[src/sv/iqws_pkg.sv]
// Shared types and constants for the issue queue wakeup/select block.
// No dependencies; used by every other file in this folder except iqws_ram.
`timescale 1ns / 1ps

package iqws_pkg;

   // Fixed field widths of the request and response channels
   localparam int ID_W        = 6;
   localparam int LAT_W       = 4;
   localparam int CNT_W       = 7;
   localparam int SRC_CNT_W   = 2;
   localparam int MAX_SOURCES = 2;
   localparam int COMPLETE_LANES = 4;

   // Default queue depth and ready-scan width
   localparam int DEF_ENTRIES  = 64;
   localparam int SCAN_GROUP   = 8;
   localparam int GRP_BIT_W    = $clog2(SCAN_GROUP);

   // Request operation codes
   localparam logic OP_LOAD = 1'b0;
   localparam logic OP_TICK = 1'b1;

   // Controller to datapath commands
   typedef struct packed {
      logic take_load;
      logic take_tick;
      logic scan_step;
      logic finish;
   } cmd_type;

   // Datapath to controller status
   typedef struct packed {
      logic scan_hit;
      logic scan_last;
   } status_type;

endpackage

[src/sv/iqws_ram.sv]
// Generic single-write, single-read RAM with registered read data.
// No dependencies.
`timescale 1ns / 1ps

module iqws_ram #(
   parameter int WIDTH = 4,
   parameter int DEPTH = 64
) (
   input  logic                     clock,
   input  logic                     wr_en,
   input  logic [$clog2(DEPTH)-1:0] wr_addr,
   input  logic [WIDTH-1:0]         wr_data,
   input  logic                     rd_en,
   input  logic [$clog2(DEPTH)-1:0] rd_addr,
   output logic [WIDTH-1:0]         rd_data
);

   logic [WIDTH-1:0] mem_ff [DEPTH];
   logic [WIDTH-1:0] rd_data_ff;

   // Write port and registered read port
   always_ff @(posedge clock) begin
      if (wr_en) begin
         mem_ff[wr_addr] <= wr_data;
      end
      if (rd_en) begin
         rd_data_ff <= mem_ff[rd_addr];
      end
   end

   assign rd_data = rd_data_ff;

endmodule

[src/sv/iqws_ctrl.sv]
// Controller for the issue queue: request handshake, scan sequencing and
// response valid. Depends on iqws_pkg.
`timescale 1ns / 1ps

module iqws_ctrl (
   input  logic                clock,
   input  logic                reset,
   input  logic                req_valid,
   output logic                req_stall,
   input  logic                req_operation,
   output logic                rsp_valid,
   input  logic                rsp_stall,
   output iqws_pkg::cmd_type    cmd,
   input  iqws_pkg::status_type status
);

   typedef enum logic [1:0] {
      ST_IDLE,
      ST_SCAN,
      ST_FINISH
   } state_type;

   state_type state_ff;
   state_type state_in;
   logic      rsp_valid_ff;
   logic      rsp_valid_in;
   logic      take;

   // Accept only when idle and out of reset
   assign req_stall = reset || (state_ff != ST_IDLE);
   assign take      = req_valid && !req_stall;

   // Commands to the datapath
   always_comb begin
      cmd.take_load = take && (req_operation == iqws_pkg::OP_LOAD);
      cmd.take_tick = take && (req_operation == iqws_pkg::OP_TICK);
      cmd.scan_step = (state_ff == ST_SCAN);
      cmd.finish    = (state_ff == ST_FINISH) && (!rsp_valid_ff || !rsp_stall);
   end

   // Next state and response valid
   always_comb begin
      state_in     = state_ff;
      rsp_valid_in = rsp_valid_ff;
      if (!rsp_stall) begin
         rsp_valid_in = 1'b0;
      end
      unique case (state_ff)
         ST_IDLE: begin
            if (cmd.take_tick) begin
               state_in = ST_SCAN;
            end else if (cmd.take_load) begin
               state_in = ST_FINISH;
            end
         end
         ST_SCAN: begin
            if (status.scan_hit || status.scan_last) begin
               state_in = ST_FINISH;
            end
         end
         ST_FINISH: begin
            if (cmd.finish) begin
               state_in     = ST_IDLE;
               rsp_valid_in = 1'b1;
            end
         end
         default: begin
            state_in = ST_IDLE;
         end
      endcase
   end

   // Hold state and the response valid
   always_ff @(posedge clock) begin
      if (reset) begin
         state_ff     <= ST_IDLE;
         rsp_valid_ff <= 1'b0;
      end else begin
         state_ff     <= state_in;
         rsp_valid_ff <= rsp_valid_in;
      end
   end

   assign rsp_valid = rsp_valid_ff;

endmodule

[src/sv/iqws_datapath.sv]
// Datapath of the issue queue: entry tags, pending/issued/completed bits,
// completion wakeup, grouped ready scan and response registers.
// Depends on iqws_pkg and iqws_ram.
`timescale 1ns / 1ps

module iqws_datapath #(
   parameter int ENTRIES = iqws_pkg::DEF_ENTRIES
) (
   input  logic                                clock,
   input  logic                                reset,
   input  iqws_pkg::cmd_type                    cmd,
   output iqws_pkg::status_type                 status,
   input  logic                                csr_write,
   input  logic [iqws_pkg::CNT_W-1:0]          csr_entry_count,
   input  logic [iqws_pkg::ID_W-1:0]           req_entry_index,
   input  logic [iqws_pkg::LAT_W-1:0]          req_entry_latency,
   input  logic [iqws_pkg::SRC_CNT_W-1:0]      req_source_count,
   input  logic [iqws_pkg::ID_W-1:0]           req_source_a,
   input  logic [iqws_pkg::ID_W-1:0]           req_source_b,
   input  logic [iqws_pkg::COMPLETE_LANES-1:0] req_done_mask,
   input  logic [iqws_pkg::ID_W-1:0]           req_done_id0,
   input  logic [iqws_pkg::ID_W-1:0]           req_done_id1,
   input  logic [iqws_pkg::ID_W-1:0]           req_done_id2,
   input  logic [iqws_pkg::ID_W-1:0]           req_done_id3,
   input  logic                                req_out_ready,
   output logic                                rsp_issue_valid,
   output logic [iqws_pkg::ID_W-1:0]           rsp_issue_id,
   output logic [iqws_pkg::LAT_W-1:0]          rsp_issue_latency,
   output logic                                rsp_woke_this_tick,
   output logic                                rsp_stalled,
   output logic                                rsp_all_issued,
   output logic                                rsp_all_completed
);

   localparam int IDX_W  = $clog2(ENTRIES);
   localparam int LIVE_W = $clog2(ENTRIES + 1);
   localparam int WIDE_W = (LIVE_W > iqws_pkg::CNT_W) ? LIVE_W : iqws_pkg::CNT_W;
   localparam int NGRP   = (ENTRIES + iqws_pkg::SCAN_GROUP - 1) / iqws_pkg::SCAN_GROUP;
   localparam int GRP_W  = (NGRP > 1) ? $clog2(NGRP) : 1;
   localparam int LANES  = iqws_pkg::COMPLETE_LANES;
   localparam int NSRC   = iqws_pkg::MAX_SOURCES;
   localparam int ID_W   = iqws_pkg::ID_W;
   localparam int GB_W   = iqws_pkg::GRP_BIT_W;

   // Lowest set bit of one scan group
   function automatic logic [GB_W-1:0] first_set(
      input logic [iqws_pkg::SCAN_GROUP-1:0] v
   );
      logic [GB_W-1:0] pos;
      pos = '0;
      for (int i = iqws_pkg::SCAN_GROUP - 1; i >= 0; i--) begin
         if (v[i]) begin
            pos = GB_W'(i);
         end
      end
      return pos;
   endfunction

   // Configuration and counters
   logic [iqws_pkg::CNT_W-1:0] count_ff;
   logic [LIVE_W-1:0]          live;
   logic [LIVE_W-1:0]          issued_total_ff;
   logic [LIVE_W-1:0]          issued_total_in;
   logic [LIVE_W-1:0]          completed_total_ff;

   // Per-entry state
   logic [ID_W-1:0]   tag_ff     [ENTRIES][NSRC];
   logic [NSRC-1:0]   pend_ff    [ENTRIES];
   logic [NSRC-1:0]   pend_in    [ENTRIES];
   logic [ENTRIES-1:0] issued_ff;
   logic [ENTRIES-1:0] completed_ff;
   logic [ENTRIES-1:0] comp_set;
   logic [ENTRIES-1:0] woke_ff;
   logic [ENTRIES-1:0] woke_in;
   logic [ENTRIES-1:0] entry_live;
   logic [NGRP*iqws_pkg::SCAN_GROUP-1:0] ready_pad;

   // Completion lanes
   logic [ID_W-1:0]  lane_id  [LANES];
   logic [IDX_W-1:0] lane_idx [LANES];
   logic [LANES-1:0] lane_new;

   // Load side
   logic [ID_W-1:0]            src_id  [NSRC];
   logic [NSRC-1:0]            load_pend;
   logic [iqws_pkg::SRC_CNT_W-1:0] src_cnt;
   logic [IDX_W-1:0]           load_idx;
   logic                       load_in_store;

   // Scan and issue
   logic [GRP_W-1:0]                   grp_ff;
   logic [iqws_pkg::SCAN_GROUP-1:0]    scan_slice;
   logic [IDX_W-1:0]                   scan_sel;
   logic [IDX_W-1:0]                   sel_ff;
   logic                               found_ff;
   logic                               out_ready_ff;
   logic                               issue;
   logic [iqws_pkg::LAT_W-1:0]         ram_rdata;

   // Clamp the entry count to the queue depth
   always_comb begin
      if (WIDE_W'(count_ff) > WIDE_W'(ENTRIES)) begin
         live = LIVE_W'(ENTRIES);
      end else begin
         live = LIVE_W'(count_ff);
      end
   end

   // Decide which completion lanes carry a fresh id
   assign lane_id[0] = req_done_id0;
   assign lane_id[1] = req_done_id1;
   assign lane_id[2] = req_done_id2;
   assign lane_id[3] = req_done_id3;

   always_comb begin
      logic dup;
      for (int k = 0; k < LANES; k++) begin
         lane_idx[k] = IDX_W'(lane_id[k]);
         dup = 1'b0;
         for (int j = 0; j < k; j++) begin
            if (req_done_mask[j] && (lane_id[j] == lane_id[k])) begin
               dup = 1'b1;
            end
         end
         lane_new[k] = req_done_mask[k] && !dup
                       && (WIDE_W'(lane_id[k]) < WIDE_W'(live))
                       && !completed_ff[lane_idx[k]];
      end
   end

   // Pending bits for a loaded entry
   assign src_id[0]     = req_source_a;
   assign src_id[1]     = req_source_b;
   assign load_idx      = IDX_W'(req_entry_index);
   assign load_in_store = WIDE_W'(req_entry_index) < WIDE_W'(ENTRIES);

   always_comb begin
      src_cnt = req_source_count;
      if (src_cnt > iqws_pkg::SRC_CNT_W'(NSRC)) begin
         src_cnt = iqws_pkg::SRC_CNT_W'(NSRC);
      end
      for (int k = 0; k < NSRC; k++) begin
         load_pend[k] = (iqws_pkg::SRC_CNT_W'(k) < src_cnt)
                        && !((WIDE_W'(src_id[k]) < WIDE_W'(ENTRIES))
                             && completed_ff[IDX_W'(src_id[k])]);
      end
   end

   // Per-entry wakeup, load and completion marking
   for (genvar e = 0; e < ENTRIES; e++) begin : g_entry
      logic load_hit;

      assign entry_live[e] = LIVE_W'(e) < live;
      assign load_hit      = cmd.take_load && load_in_store && (load_idx == IDX_W'(e));

      always_comb begin
         pend_in[e] = pend_ff[e];
         if (cmd.take_tick && entry_live[e]) begin
            for (int j = 0; j < NSRC; j++) begin
               for (int k = 0; k < LANES; k++) begin
                  if (lane_new[k] && (tag_ff[e][j] == lane_id[k])) begin
                     pend_in[e][j] = 1'b0;
                  end
               end
            end
         end
         if (load_hit) begin
            pend_in[e] = load_pend;
         end
         woke_in[e] = (pend_ff[e] != '0) && (pend_in[e] == '0);
      end

      always_comb begin
         comp_set[e] = 1'b0;
         for (int k = 0; k < LANES; k++) begin
            if (lane_new[k] && (lane_idx[k] == IDX_W'(e))) begin
               comp_set[e] = 1'b1;
            end
         end
      end

      // Tags carry no reset; pending bits do
      always_ff @(posedge clock) begin
         if (load_hit) begin
            for (int k = 0; k < NSRC; k++) begin
               tag_ff[e][k] <= (iqws_pkg::SRC_CNT_W'(k) < src_cnt) ? src_id[k] : '0;
            end
         end
         if (cmd.take_tick) begin
            woke_ff[e] <= woke_in[e];
         end
         if (reset) begin
            pend_ff[e] <= '0;
         end else begin
            pend_ff[e] <= pend_in[e];
         end
      end

      // Entry is ready once live, not issued and with nothing pending
      assign ready_pad[e] = entry_live[e] && !issued_ff[e] && (pend_ff[e] == '0);
   end

   // Pad the ready vector up to whole scan groups
   if (NGRP * iqws_pkg::SCAN_GROUP > ENTRIES) begin : g_pad
      assign ready_pad[NGRP*iqws_pkg::SCAN_GROUP-1:ENTRIES] = '0;
   end

   // Scan one group of entries per cycle
   assign scan_slice       = ready_pad[grp_ff*iqws_pkg::SCAN_GROUP +: iqws_pkg::SCAN_GROUP];
   assign scan_sel         = IDX_W'({grp_ff, first_set(scan_slice)});
   assign status.scan_hit  = |scan_slice;
   assign status.scan_last = (grp_ff == GRP_W'(NGRP - 1));

   assign issue = found_ff && out_ready_ff;

   always_comb begin
      issued_total_in = issued_total_ff;
      if (cmd.finish && issue) begin
         issued_total_in = issued_total_ff + LIVE_W'(1);
      end
   end

   // Control registers: config, bits, totals, scan position
   always_ff @(posedge clock) begin
      if (reset) begin
         count_ff           <= '0;
         issued_ff          <= '0;
         completed_ff       <= '0;
         issued_total_ff    <= '0;
         completed_total_ff <= '0;
         grp_ff             <= '0;
         found_ff           <= 1'b0;
      end else begin
         if (csr_write) begin
            count_ff <= csr_entry_count;
         end
         if (cmd.take_tick) begin
            completed_ff       <= completed_ff | comp_set;
            completed_total_ff <= completed_total_ff + LIVE_W'($countones(lane_new));
         end
         if (cmd.take_load || cmd.take_tick) begin
            grp_ff   <= '0;
            found_ff <= 1'b0;
         end else if (cmd.scan_step) begin
            if (status.scan_hit) begin
               found_ff <= 1'b1;
            end else if (!status.scan_last) begin
               grp_ff <= grp_ff + GRP_W'(1);
            end
         end
         if (cmd.finish && issue) begin
            issued_ff[sel_ff] <= 1'b1;
         end
         issued_total_ff <= issued_total_in;
      end
   end

   // Payload registers: selected entry and the tick's downstream ready
   always_ff @(posedge clock) begin
      if (cmd.take_tick) begin
         out_ready_ff <= req_out_ready;
      end
      if (cmd.scan_step && status.scan_hit) begin
         sel_ff <= scan_sel;
      end
   end

   // Latency store, read as the selected entry is found
   iqws_ram #(
      .WIDTH (iqws_pkg::LAT_W),
      .DEPTH (ENTRIES)
   ) u_lat_ram (
      .clock   (clock),
      .wr_en   (cmd.take_load && load_in_store),
      .wr_addr (load_idx),
      .wr_data (req_entry_latency),
      .rd_en   (cmd.scan_step && status.scan_hit),
      .rd_addr (scan_sel),
      .rd_data (ram_rdata)
   );

   // Response payload, loaded on the finishing transfer
   always_ff @(posedge clock) begin
      if (cmd.finish) begin
         rsp_issue_valid    <= issue;
         rsp_issue_id       <= issue ? ID_W'(sel_ff) : '0;
         rsp_issue_latency  <= issue ? ram_rdata : '0;
         rsp_woke_this_tick <= issue && woke_ff[sel_ff];
         rsp_stalled        <= found_ff && !out_ready_ff;
         rsp_all_issued     <= (issued_total_in == live);
         rsp_all_completed  <= (completed_total_ff == live);
      end
   end

endmodule

[src/sv/issue_queue_wakeup_select_top.sv]
// Issue queue with completion wakeup and lowest-index select: top level.
// Depends on iqws_pkg, iqws_ctrl, iqws_datapath and iqws_ram.
`timescale 1ns / 1ps

// One item is taken at a time. A load goes from idle to the finish state,
// and a tick first passes through the scan state, where the ready scan
// checks eight entries per cycle and stops at the first group holding a
// ready entry or at the last group. In the finish state the response
// register is loaded once any earlier response has transferred, and the
// queue returns to idle, ready for the next request transfer. Completions of
// a tick are applied on the request transfer itself, and the stored latency
// is read from a RAM with one write port and one registered read port as the
// entry is found. A request can be taken while the previous response is
// still stalled; its own response then waits until that one has transferred.
// Request and configuration ports are held off during reset. The entry count
// register may be written at any other time but should only change while the
// queue is idle.
module issue_queue_wakeup_select_top #(
   parameter int ENTRIES = iqws_pkg::DEF_ENTRIES
) (
   input  logic                                clock,
   input  logic                                reset,
   input  logic                                csr_valid,
   output logic                                csr_ready,
   input  logic [iqws_pkg::CNT_W-1:0]          csr_entry_count,
   input  logic                                req_valid,
   output logic                                req_stall,
   input  logic                                req_operation,
   input  logic [iqws_pkg::ID_W-1:0]           req_entry_index,
   input  logic [iqws_pkg::LAT_W-1:0]          req_entry_latency,
   input  logic [iqws_pkg::SRC_CNT_W-1:0]      req_source_count,
   input  logic [iqws_pkg::ID_W-1:0]           req_source_a,
   input  logic [iqws_pkg::ID_W-1:0]           req_source_b,
   input  logic [iqws_pkg::COMPLETE_LANES-1:0] req_done_mask,
   input  logic [iqws_pkg::ID_W-1:0]           req_done_id0,
   input  logic [iqws_pkg::ID_W-1:0]           req_done_id1,
   input  logic [iqws_pkg::ID_W-1:0]           req_done_id2,
   input  logic [iqws_pkg::ID_W-1:0]           req_done_id3,
   input  logic                                req_out_ready,
   output logic                                rsp_valid,
   input  logic                                rsp_stall,
   output logic                                rsp_issue_valid,
   output logic [iqws_pkg::ID_W-1:0]           rsp_issue_id,
   output logic [iqws_pkg::LAT_W-1:0]          rsp_issue_latency,
   output logic                                rsp_woke_this_tick,
   output logic                                rsp_stalled,
   output logic                                rsp_all_issued,
   output logic                                rsp_all_completed
);

   iqws_pkg::cmd_type    cmd;
   iqws_pkg::status_type status;

   // Configuration writes are taken whenever out of reset
   assign csr_ready = !reset;

   iqws_ctrl u_ctrl (
      .clock         (clock),
      .reset         (reset),
      .req_valid     (req_valid),
      .req_stall     (req_stall),
      .req_operation (req_operation),
      .rsp_valid     (rsp_valid),
      .rsp_stall     (rsp_stall),
      .cmd           (cmd),
      .status        (status)
   );

   iqws_datapath #(
      .ENTRIES (ENTRIES)
   ) u_datapath (
      .clock              (clock),
      .reset              (reset),
      .cmd                (cmd),
      .status             (status),
      .csr_write          (csr_valid && csr_ready),
      .csr_entry_count    (csr_entry_count),
      .req_entry_index    (req_entry_index),
      .req_entry_latency  (req_entry_latency),
      .req_source_count   (req_source_count),
      .req_source_a       (req_source_a),
      .req_source_b       (req_source_b),
      .req_done_mask      (req_done_mask),
      .req_done_id0       (req_done_id0),
      .req_done_id1       (req_done_id1),
      .req_done_id2       (req_done_id2),
      .req_done_id3       (req_done_id3),
      .req_out_ready      (req_out_ready),
      .rsp_issue_valid    (rsp_issue_valid),
      .rsp_issue_id       (rsp_issue_id),
      .rsp_issue_latency  (rsp_issue_latency),
      .rsp_woke_this_tick (rsp_woke_this_tick),
      .rsp_stalled        (rsp_stalled),
      .rsp_all_issued     (rsp_all_issued),
      .rsp_all_completed  (rsp_all_completed)
   );

endmodule

[config.mk]
export PLATFORM = sky130hd
export DESIGN_NAME = issue_queue_wakeup_select_top
export DESIGN_NICKNAME = d
export VERILOG_FILES = /design/src/sv/iqws_pkg.sv /design/src/sv/iqws_ram.sv /design/src/sv/iqws_ctrl.sv /design/src/sv/iqws_datapath.sv /design/src/sv/issue_queue_wakeup_select_top.sv
export SDC_FILE = /design/constraint.sdc
export NUM_CORES = 2
export LEC_CHECK = 0
export BUFFER_PORTS_ARGS = -buffer_cell sky130_fd_sc_hd__buf_4
export CAP_MARGIN = 20
export CORE_ASPECT_RATIO = 2
export CORE_MARGIN = 1
export CORE_UTILIZATION = 55
export DETAILED_ROUTE_END_ITERATION = 8
export GPL_TIMING_DRIVEN = 0
export PLACE_DENSITY = 0.75
export SLEW_MARGIN = 20
export SYNTH_ARGS = -nofsm -noshare
export SYNTH_HDL_FRONTEND = slang
export SYNTH_SLANG_ARGS = --single-unit
[constraint.sdc]
create_clock -name clock -period 11.5 [get_ports clock]
set_clock_uncertainty 0.1 [all_clocks]
set_input_delay 2.875 -clock clock [delete_from_list [all_inputs] [get_ports clock]]
set_output_delay 2.875 -clock clock [all_outputs]
set_load 0.02 [all_outputs]
==> summary.txt, run 1 <==
Run status
  – Err: [ERROR GRT-0116] Global routing finished with congestion. Check the congestion regions in the DRC Viewer.
  – Status: did not finish
  – Stop stage: global routing

Die
  – Starting Density: 55.4%
  – Die Width: 293 µm
  – FP Rows: 213
  – Die height: 585 µm
  – Top Ports: 84

Synthesis
  – Synth Area in Compound Gates: 8.35%
  – Mux cell area share after synthesis: 4.24%
  – Flops & latches, synth: 1398
  – Asr flop ratio synth: 0%
  – Area contributors post-synth: edfxtp_1 (36%), xnor2_1 (15%), xor2_1 (14%), dfxtp_1 (6.1%), mux4_2 (3.1%)
  – Proportion of netlist area held by the largest area contributor: 35.8%
  – Flip-flop cell with the highest count after synthesis: edfxtp_1
  – Yosys warning total: 0
  – Post-Synthesis Cells: 8921
  – Yosys top cell by area: edfxtp_1
  – Simple-Gate Fraction of Synth Area: 11.4%
  – Largest family of logic cells by synthesized area: XOR/XNOR gates
  – Synthesized area: 93300 µm²
  – Yosys cell types: 85
  – Post-synth EDFFs: 1114
  – Sequential-to-total area share from yosys stat: 41.9%
  – Syn Nets: 9017
  – Area share of fa/ha/maj cells after synthesis: 0.426%
  – Mapped Avg Cell Area: 10.5 µm²
  – Xor/xnor share of the synthesized area: 29.2%

Clock network
  – CTS Buf Count: 144
  – Root Buffer: clkbuf_16
  – Post-CTS Resized: 0
  – Hold buffer count at cts: 0
  – Post-CTS Setup Inserts: 0
  – H-tree levels: 4
  – Clock buffer depth: 4
  – Sink Count: 1398

Global routing
  – Largest net degree at the start of global routing: 65
  – Gr usage total: 84.7%
  – First-pass GRT wire length: 1040000 µm
  – GRT Residual Overflow: 5247
  – Vias in the first global route: 104817

Place
  – HPWL after DPL: 478000 µm
  – Port Buffer Count: 75
  – Placed cell area: 103000 µm²
  – GP Congestion: 1.32
==> logic make-up after synthesis <==
| group | Yosys count |
|---|---|
| muxes | 231 |
| adders and majority gates | 30 |
| xor gates and xnor gates | 3109 |
| AOI/OAI and AO/OA | 1064 |
| DFF | 1398 |
| and+or+nand+nor | 1998 |
| buffers and inverters | 1091 |
==> metal layers <==
layer,overflow,global-route usage [%]
met1,37,81.9
met2,3678,104
met3,53,66.4
met4,1473,89.7
met5,6,38.8
==> per-stage QoR <==
step           setup TNS, ns  cells  util, %  hold WS [ns]  setup slack [ns]
2_1_floorplan              0   8921        -         0.329              3.76
3_3_place_gp         -212.85  11253     57.4         0.341             -1.47
3_5_place_dp               0  11527     61.4         0.353              1.13
4_1_cts                    0  11778     64.2         0.370              1.98
==> synth_stat cells (13+ instances only) <==
master       n
o21ai_1     25
buf_1      410
inv_1      159
buf_2       42
nand4_1    436
edfxtp_1  1114
o211ai_1    21
a221oi_1    60
and2_1      45
o41ai_1    110
ha_1        27
o311ai_0    15
o211a_1     35
nand3_1     27
a21o_1      19
nand2b_1    23
mux4_2     130
a21oi_1    168
xor2_1    1462
and3_1      21
a41oi_1     92
nand2_1    254
xnor2_1   1647
mux2i_1     89
o31ai_1     27
nor2_1     504
o22ai_1     40
nor4_1     439
o21ai_0     82
a22oi_1     29
dfxtp_1    284
o221ai_1    69
or2_2       13
nor2b_1     44
a211oi_1    26
nor3_1      87
a31oi_1    122
nor3b_1     31
or3_1       21
clkbuf_1   468
==> run 2: changes to the inputs <==
--- a/config.mk
+++ b/config.mk
@@ -7,12 +7,11 @@
 export LEC_CHECK = 0
 export BUFFER_PORTS_ARGS = -buffer_cell sky130_fd_sc_hd__buf_4
 export CAP_MARGIN = 20
-export CORE_ASPECT_RATIO = 2
 export CORE_MARGIN = 1
-export CORE_UTILIZATION = 55
+export CORE_UTILIZATION = 40
 export DETAILED_ROUTE_END_ITERATION = 8
 export GPL_TIMING_DRIVEN = 0
-export PLACE_DENSITY = 0.75
+export PLACE_DENSITY_LB_ADDON = 0.15
 export SLEW_MARGIN = 20
 export SYNTH_ARGS = -nofsm -noshare
 export SYNTH_HDL_FRONTEND = slang
==> summary.txt, run 2 <==
Run status
  – Status: finished with violations
  – Failing checks: design-rule violations, max-capacitance violations, max-slew violations

Clock network
  – H-tree levels: 4
  – Clk slew on worst S/H paths: 0.06 ns
  – CTS tree: built
  – Hold buffer count at cts: 0
  – Post-CTS Setup Inserts: 0
  – Sink Count: 1398
  – Clock latency at the later pin of the worst-skew pair: 0.94 ns
  – Clock buffer depth: 3
  – Post-CTS Resized: 0
  – CTS Buf Count: 169
  – Root Buffer: clkbuf_16

Global routing
  – Vias in the first global route: 78782
  – Initial antenna violation count: 93
  – GRT Residual Overflow: 0
  – Gr usage total: 53.4%
  – Largest net degree at the start of global routing: 65
  – First-pass GRT wire length: 817000 µm

Synthesis
  – Synthesized area: 93300 µm²
  – Most frequent cell after synthesis: xnor2_1
  – Post-synth EDFFs: 1114
  – Yosys cell types: 85
  – Mapped Avg Cell Area: 10.5 µm²
  – Area contributors post-synth: edfxtp_1 (36%), xnor2_1 (15%), xor2_1 (14%), dfxtp_1 (6.1%), mux4_2 (3.1%)
  – Flops & latches, synth: 1398
  – Flip-flop cell with the highest count after synthesis: edfxtp_1
  – Sequential-to-total area share from yosys stat: 41.9%
  – Syn Nets: 9017
  – Yosys warning total: 0
  – Proportion of netlist area held by the largest area contributor: 35.8%
  – List of most frequent post-synthesis cells: xnor2_1 (1647), xor2_1 (1462), edfxtp_1 (1114), nor2_1 (504), clkbuf_1 (468)
  – Post-Synthesis Cells: 8921
  – Yosys top cell by area: edfxtp_1
  – Asr flop ratio synth: 0%

STA
  – Post-route setup TNS: 0 ns
  – Endpoints failing hold: 0
  – F_max: 0.105 GHz
  – Slew headroom: -7.32%
  – Slew Limit Fails: 3
  – Fin crit period: 9.57 ns
  – Tightest Pin Transition: 1.60 ns
  – Final worst slack: 1.93 ns
  – Period utilization: 83.2%
  – RSZ-0062 raised after global routing: no
  – Number of setup violations in the final report: 0
  – Final Hold Slack: 0.346 ns

Setup path
  – Setup CP Type: in2reg
  – CP max FO: 10
  – Type of origin of the critical path: input port
  – R2r startpoint: u_datapath.count_ff[6]$_SDFFE_PP0P_
  – Largest delay share family, worst path: buffers and inverters
  – Crit path DAT: 10.14 ns
  – CP Capture Type: flip-flop
  – Buf+Inv Stages, Crit Path: 7
  – Worst setup path start: req_done_id0[1]
  – CP cell instances: buf_4 -> clkbuf_1 -> clkbuf_1 -> mux4_2 -> mux4_2 -> mux4_2 -> nand2b_1 -> a21o_1 -> clkbuf_2 -> inv_1 -> buf_2 -> buf_2 -> nand4_1 -> a21oi_2 -> o22ai_1 -> nor3b_1
  – Crit path max-delay cell type: a21oi_2
  – Max incr delay on CP: 0.89 ns
  – Worst path required time: 12.07 ns
  – Top cell by count, worst path: mux4_2

Hold path
  – Hold Crit Class: reg2reg
  – Critical hold path startpoint: u_datapath.grp_ff[2]$_SDFFE_PP0P_

Layout
  – Non-filler cells, final: 12714
  – Largest Register: u_datapath.tag_ff
  – Largest register FFs: 768
  – Area occupied by multi-input gates: 50600 µm²
  – Commonest non-fill, non-tap cell in the layout: xnor2_1
  – Post-synthesis to final-layout area growth: 19.0%
  – Finished Cell Area: 111000 µm²
  – Layout cells sized above 1: 14.1%
  – Nets: 9590
  – Largest registers: u_datapath.tag_ff x768, u_datapath.u_lat_ram.mem_ff x256, u_datapath.pend_ff x128
  – Fin util: 48.1%
  – Most frequent cells in the layout: xnor2_1 (1647), xor2_1 (1462), edfxtp_1 (1114), nor2_1 (484), nand4_1 (436)
  – Reg area: 39100 µm²
  – Filler cells: 21215

Die
  – Starting Density: 40.4%
  – Core ar.: 231000 µm²
  – Top Ports: 84
  – FP Rows: 176
  – Die ar.: 235000 µm²
  – Die height: 485 µm
  – Die Width: 485 µm

Drt
  – Post-Route WL: 645000 µm
  – Avg WL per Cell: 50.8 µm
  – Detail Route Antenna Nets: 0
  – Initial DRC count: 16116
  – Drt pass-1 iters: 9
  – Vias: 88173
  – DR vias/cell: 6.94
  – Residual DRC: 15

Place
  – HPWL after DPL: 496000 µm
  – Port Buffer Count: 75
  – Placed cell area: 105000 µm²
  – Post-placement cell count: 12346
  – GP Congestion: 1.10
  – Pre-CTS setup slack: 1.43 ns

Pwr
  – Pleak: 37.5 nW
  – Clock share of power: 40.5%
  – Flop pwr share: 39.6%
  – Tot Pwr: 13.8 mW
  – Worst vdd ir: 0.132 mV
  – Int Power: 9.29 mW
  – Power per cell area: 125 nW/µm²
  – Sw frac: 32.9%
  – Combinational share of power: 19.9%
  – Switching component of the power: 4.55 mW

Run
  – Max cap viols: 1
[run 2: cell counts after synthesis]
Identical to the previous run, type by type.
[run 2: final cells by class]
type	instances	share of cell area (%)
multi-input cells	6432	45.5
well taps	3026	3.41
clock inverters	75	0.869
diodes	52	0.117
repair buffers	402	6.45
clock buffers	238	4.20
flip-flops and latches	1398	35.2
plain buffers	927	3.65
inverters	164	0.554
[run 2: routing by layer]
| metal | global-route usage (%) | wire, µm | up-vias |
|---|---|---|---|
| li1 | - | - | 33171 |
| met3 | 28.9 | 106000 | 2506 |
| met1 | 62.5 | 227000 | 43964 |
| met2 | 70.3 | 244000 | 8468 |
| met5 | 1.57 | 922 | - |
| met4 | 44.9 | 67600 | 64 |
[run 2: final timing paths]
path                                endpoint  slack [ns]  cells past startpoint
max          u_datapath.woke_ff[4]$_DFFE_PP_        1.93                     16
min           u_datapath.sel_ff[5]$_DFFE_PP_        0.35                      0
max reg2reg  u_datapath.woke_ff[4]$_DFFE_PP_        2.56                     22
min reg2reg   u_datapath.sel_ff[5]$_DFFE_PP_        0.35                      0
[run 2: logic make-up after synthesis]
family	synth area share, %
flip-flops	41.9
AO/OA/AOI/OAI	8.35
XOR/XNOR	29.2
buffers and inverters	4.49
multiplexers	4.24
adder cells (fa/ha/maj)	0.426
AND/OR/NAND/NOR	11.4
[run 2: power groups by stage]
stage	Sequential (mW)	Clock [mW]	Combinational, mW
after floorplan	5.59	0	1.06
after global placement	5.61	0	2.25
after detailed placement	5.59	0	2.54
after CTS	5.48	5.55	2.54
after global routing	5.48	5.73	2.65
final	5.49	5.61	2.75
(Power assumes the default switching activity.)
